[src/hw/rtl/frustum_grid_window_core_macros.svh]
// Assertion macros shared by the frustum grid window RTL.
`ifndef FRUSTUM_GRID_WINDOW_CORE_MACROS_SVH
`define FRUSTUM_GRID_WINDOW_CORE_MACROS_SVH

// Same-cycle implication, sampled on clock, off while reset is high.
`define FGW_ASSERT_NOW(lbl, ante, cons, msg) \
   lbl: assert property (@(posedge clock) disable iff (reset) (ante) |-> (cons)) \
      else $error(msg);

// Next-cycle implication, sampled on clock, off while reset is high.
`define FGW_ASSERT_NEXT(lbl, ante, cons, msg) \
   lbl: assert property (@(posedge clock) disable iff (reset) (ante) |=> (cons)) \
      else $error(msg);

`endif

[src/hw/rtl/fgw_pkg.sv]
// Shared types, constants and helpers of the frustum grid window block.
`default_nettype none

package fgw_pkg;

   localparam int DATA_W     = 32;
   localparam int ADDR_W     = 5;
   localparam int ADDR_LSB   = 2;
   localparam int COORD_IN_W = 32;
   localparam int INV_W      = 31;
   localparam int CELL_W     = 8;
   // signed product of a 31 bit extent and a 32 bit matrix term
   localparam int PROD_W     = 63;
   // stage registers from input capture to output register
   localparam int PIPE_DEPTH = 7;

   localparam logic [INV_W-1:0]  INV_RESET   = 31'd65536;
   localparam logic [CELL_W-1:0] CELLS_RESET = 8'd1;

   typedef enum logic [2:0] {
      REG_ORIGIN_X   = 3'd0,
      REG_ORIGIN_Z   = 3'd1,
      REG_INV_CELL_X = 3'd2,
      REG_INV_CELL_Z = 3'd3,
      REG_CELLS_X    = 3'd4,
      REG_CELLS_Z    = 3'd5
   } reg_index_type;

   typedef struct packed {
      logic signed [COORD_IN_W-1:0] base_x;
      logic signed [COORD_IN_W-1:0] base_z;
      logic [INV_W-1:0]             inv_cell_x;
      logic [INV_W-1:0]             inv_cell_z;
      logic [CELL_W-1:0]            cells_x;
      logic [CELL_W-1:0]            cells_z;
   } cfg_type;

   typedef struct packed {
      logic z_outer;
      logic reverse_x;
      logic reverse_z;
   } flags_type;

   typedef struct packed {
      logic [CELL_W-1:0] min_x;
      logic [CELL_W-1:0] max_x;
      logic [CELL_W-1:0] min_z;
      logic [CELL_W-1:0] max_z;
      flags_type         flags;
   } window_type;

   // highest valid cell index; an empty grid counts as one cell
   function automatic logic [CELL_W-1:0] cell_limit(input logic [CELL_W-1:0] cells);
      return (cells == '0) ? '0 : cells - 1'b1;
   endfunction

endpackage

`default_nettype wire

[src/hw/rtl/fgw_window.sv]
// Bounding window of the five cells, grown by one cell, into the output register.
`default_nettype none

module fgw_window (
   input  logic                            clock,
   input  logic                            en,
   input  logic [fgw_pkg::CELL_W-1:0]      idx_x [5],
   input  logic [fgw_pkg::CELL_W-1:0]      idx_z [5],
   input  fgw_pkg::cfg_type                cfg,
   input  fgw_pkg::flags_type              flags,
   output fgw_pkg::window_type             result
);

   logic [fgw_pkg::CELL_W-1:0] lim_x;
   logic [fgw_pkg::CELL_W-1:0] lim_z;
   logic [fgw_pkg::CELL_W-1:0] mn_x;
   logic [fgw_pkg::CELL_W-1:0] mx_x;
   logic [fgw_pkg::CELL_W-1:0] mn_z;
   logic [fgw_pkg::CELL_W-1:0] mx_z;
   fgw_pkg::window_type        result_in;
   fgw_pkg::window_type        result_ff;

   assign lim_x = fgw_pkg::cell_limit(cfg.cells_x);
   assign lim_z = fgw_pkg::cell_limit(cfg.cells_z);

   // min and max over the camera cell and the four corner cells
   always_comb begin
      mn_x = idx_x[0];
      mx_x = idx_x[0];
      mn_z = idx_z[0];
      mx_z = idx_z[0];
      for (int i = 1; i < 5; i++) begin
         if (idx_x[i] < mn_x) mn_x = idx_x[i];
         if (idx_x[i] > mx_x) mx_x = idx_x[i];
         if (idx_z[i] < mn_z) mn_z = idx_z[i];
         if (idx_z[i] > mx_z) mx_z = idx_z[i];
      end
      // grow by one cell each way, staying inside the grid
      result_in.min_x = (mn_x != '0) ? mn_x - 1'b1 : mn_x;
      result_in.max_x = (mx_x < lim_x) ? mx_x + 1'b1 : mx_x;
      result_in.min_z = (mn_z != '0) ? mn_z - 1'b1 : mn_z;
      result_in.max_z = (mx_z < lim_z) ? mx_z + 1'b1 : mx_z;
      result_in.flags = flags;
   end

   always_ff @(posedge clock) begin
      if (en) begin
         result_ff <= result_in;
      end
   end

   assign result = result_ff;

endmodule

`default_nettype wire

[config.mk]
export PLATFORM = sky130hd
export DESIGN_NAME = fgw_window
export DESIGN_NICKNAME = d
export VERILOG_FILES = /design/src/hw/rtl/frustum_grid_window_core_macros.svh /design/src/hw/rtl/fgw_pkg.sv /design/src/hw/rtl/fgw_window.sv
export SDC_FILE = /design/constraint.sdc
export NUM_CORES = 1
export LEC_CHECK = 0
export BUFFER_PORTS_ARGS = -buffer_cell sky130_fd_sc_hd__buf_2
export CAP_MARGIN = 20
export CORE_ASPECT_RATIO = 1.75
export CORE_MARGIN = 8
export CORE_UTILIZATION = 45
export CTS_CLUSTER_SIZE = 20
export DETAILED_ROUTE_END_ITERATION = 12
export PLACE_DENSITY = 0.74
export SETUP_SLACK_MARGIN = 0.2
export SYNTH_ARGS = -nofsm -noshare
export SYNTH_HDL_FRONTEND = slang
export SYNTH_SLANG_ARGS = --single-unit
[constraint.sdc]
create_clock -name clock -period 10.1 [get_ports clock]
set_input_delay 0.505 -clock clock [delete_from_list [all_inputs] [get_ports clock]]
set_output_delay 0.505 -clock clock [all_outputs]
set_load 0.1 [all_outputs]
==> metrics.md <==
| Metric | Value |
|---|---|
| Result of the run | completed |
| Mean Syn Cell Area | 7.87 sq um |
| Clock root buffer | sky130_fd_sc_hd__clkbuf_16 |
| Total of fill cells in the finished design | approximately 1500 |
| Overall fraction of global-route tracks in use | between 10% and 20% |
| Placeable core region | 15600 sq um |
| Number of flip-flops and latches in the synthesized netlist | 35 |
| Synth-to-Final Area Change | 17.6% |
| Cts bufs inserted | 5 |
| Top post-synthesis cells by count | sky130_fd_sc_hd__ha_1 (116), sky130_fd_sc_hd__inv_1 (87), sky130_fd_sc_hd__nor2_1 (80) |
| Vias in the first global route | 6933 |
| Buffer levels on the longest clock path | 2 |
| Launch point of the critical path | idx_z[33] |
| Number of hold violations in the final report | 0 |
| Top cell type's share of synthesized area | ~20% |
| Vias after detailed routing | 6980 |
| Post-detailed-route DRC marker count | 0 |
| Final slew viol count | 0 |
| Final design utilization | between 50% and 60% |
| Number of iterations in the first detailed-routing pass | 4 |
| Sequential-to-total area share from yosys stat | 14.8% |
| Category of the worst setup path capture point | flop |
| Max incr delay on CP | about 0.34 ns |
| Via count normalized by instance count | 5.65 |
| Worst hold-check slack | between 0.4 and 0.5 ns |
| Post-detailed-route count of antenna-violating nets | 0 |
| Violation count after the first detailed-route iteration | between 150 and 200 |
| Number of antenna violations at the first check in global routing | 2 |
| Most common flop cell mapped by yosys | sky130_fd_sc_hd__edfxtp_1 |
| Crit path max fanout | 8 |
| Power per cell area | between 200 and 250 nW/um^2 |
| Wirelength, routed | approximately 19000 microns |
| Clock-pin slew of the registers on the worst-case setup and hold paths | roughly 0.05 ns |
| Cell area after synthesis | 7100 sq um |
| Setup violators final | 0 |
| Post-detailed-route wirelength per cell | 15.1 microns |
| Number of enable-type register cells in the synthesized netlist | 35 |
| Biggest area consumer among synthesized cells | sky130_fd_sc_hd__ha_1 |
| Leak pwr | roughly 4.1 nW |
| Async set-or-reset flop fraction in the synthesized netlist | 0% |
| ANT cells | 0 |
| Max reg flops | 35 |
| Kind of path behind the tightest hold check | primary input to flop |
| Crit path buf inv count | 5 |
| CTS H-tree depth | 2 |
| Count of buffers inserted at the top-level ports | about 140 |
| GRT overflow | 0 |
| Synth top area cells | sky130_fd_sc_hd__ha_1 (20%), sky130_fd_sc_hd__edfxtp_1 (15%), sky130_fd_sc_hd__mux2i_1 (7.2%) |
| Fraction of layout cells with a size suffix above 1 | between 20% and 30% |
| Total Neg Setup Slack | 0 ns |
| Cell seen most often among critical-path stages | sky130_fd_sc_hd__ha_1 |
| Instance count of the mapped netlist | approximately 900 |
| Crit path capture | result[9] |
| Hold buffer count at cts | 0 |
| Count of unique library cells instantiated by Yosys | a little over 80 |
| Critical Path AT | roughly 9.3 ns |
| Horiz. Die Dim | around 110 microns |
| Cell Count Post-Placement | ~1200 |
| Maximum number of pins on one net before global-route repair | 36 |
| Clock tree from TritonCTS | built |
| Critical Setup Path Class | primary input to flop |
| Slew Limit Headroom | ~53% |
| Cell count along the critical path | 47 |
| Die Y-Extent | approximately 180 microns |
| Worst Max-Slew Pin Slew | ~0.71 ns |
| Clock sink total | 35 |
| CP Data Required Time | around 10 ns |
| Unrepaired setup endpoints after global routing | yes |
| NumNets Final | between 1000 and 1500 |
| Weighted congestion reported at the end of routability-driven placement | roughly 0.9 |
| Achievable Freq | 0.107 GHz |
| Area of the die | between 20000 and 25000 sq um |
| Yosys warnings | 0 |
| Max rail drop VDD | 155 uV |
| Cell Rows | about 60 |
| Count of maximum capacitance violations | 0 |
| Post-synth net total | 1245 |
| Final clock period utilization by the worst path | between 90% and 100% |
| Worst setup SP type | primary input |
| Ports placed on the boundary | around 260 |
| Post-detail-place hpwl | approximately 16000 microns |
| First-pass GRT wire length | 30600 microns |
| Standard cell with the maximum stage delay on the critical path | sky130_fd_sc_hd__and4b_1 |
| Non-filler instance count after layout | 1236 |
| Clock period minus worst slack | about 9.3 ns |
| Critical path's top delay family | compound AO/OA/AOI/OAI gates |
| Initial Util | a little under half |
| Most frequent cell after synthesis | sky130_fd_sc_hd__ha_1 |
==> routing by layer <==
layer / track usage [%] / up-vias / share of wire, %
li1: - / 3595 / -
met1: 18.5 / 3161 / 41
met2: 32.2 / 176 / 50
met3: 4.50 / 44 / 6.4
met4: 6.41 / 4 / 2.8
met5: 0 / - / 0.12
==> where the power goes <==
| group | total (mW) | leakage [nW] | internal [mW] | switching, mW |
|---|---|---|---|---|
| clock network | 0.195 | 0.0900 | 0.141 | 0.0536 |
| registers | 0.260 | 0.343 | 0.249 | 0.0109 |
| logic | 1.53 | 3.68 | 0.505 | 1.03 |
| total | 1.99 | 4.12 | 0.895 | 1.09 |
==> area by class of cell <==
| class | instances | area, sq um | area share, % |
|---|---|---|---|
| Inverter | 87 | 327 | 3.91 |
| Sequential cell | 35 | 1050 | 12.6 |
| Tap cell | 189 | 236 | 2.83 |
| Timing Repair Buffer | 161 | 871 | 10.4 |
| Clock buffer | 5 | 125 | 1.50 |
| Multi-Input combinational cell | 756 | 5660 | 67.9 |
| Clock inverter | 3 | 67.6 | 0.810 |
==> cell usage in the layout, fill, tap and decap left out, types with 15 or more instances in the layout <==
master	instances
sky130_fd_sc_hd__nand3_1	20
sky130_fd_sc_hd__nor3_1	15
sky130_fd_sc_hd__nor2_1	80
sky130_fd_sc_hd__nand4_1	16
sky130_fd_sc_hd__nand2_1	75
sky130_fd_sc_hd__ha_1	116
sky130_fd_sc_hd__edfxtp_1	35
sky130_fd_sc_hd__a21o_1	27
sky130_fd_sc_hd__a21oi_1	78
sky130_fd_sc_hd__inv_1	87
sky130_fd_sc_hd__o21ai_0	43
sky130_fd_sc_hd__xnor2_1	23
sky130_fd_sc_hd__xor2_1	19
sky130_fd_sc_hd__mux2i_1	46
sky130_fd_sc_hd__buf_4	26
sky130_fd_sc_hd__buf_2	135
==> worst min-delay path by stage <==
stage                         from   endpoint  slack, ns  depth (start not counted)
final                     flags[1]  result[1]       0.40                          1
after global routing      flags[1]  result[1]       0.39                          1
after CTS                 flags[1]  result[1]       0.39                          1
after detailed placement  flags[1]  result[1]       0.69                          1
after global placement    flags[0]  result[0]       0.68                          1
after floorplan           flags[0]  result[0]       0.60                          0
==> logic make-up after synthesis <==
group / count (synthesis) / share of synthesized area [%]
compound gates: 239 / 22.2
fa+ha+maj: 118 / 20.8
mux: 69 / 10.4
flops: 35 / 14.8
buf+inv: 111 / 6.03
simple gates: 288 / 20.6
xor+xnor: 42 / 5.18
==> metrics by stage <==
step           power (mW)  instance area (sq um)  setup WS (ns)
3_3_place_gp         1.75                   8090          0.328
3_5_place_dp         1.78                   8090         0.0845
5_1_grt              2.14                   8340          0.101
4_1_cts              1.98                   8280          0.344
6_report             1.99                   8340          0.796
2_1_floorplan        1.46                   7100           1.05
==> repair_timing <==
action,4_1_cts,5_1_grt
setup endpoints to repair,0,17
gates resized for setup,0,17
buffers inserted,0,2
Power figures use the tool's default switching activity.
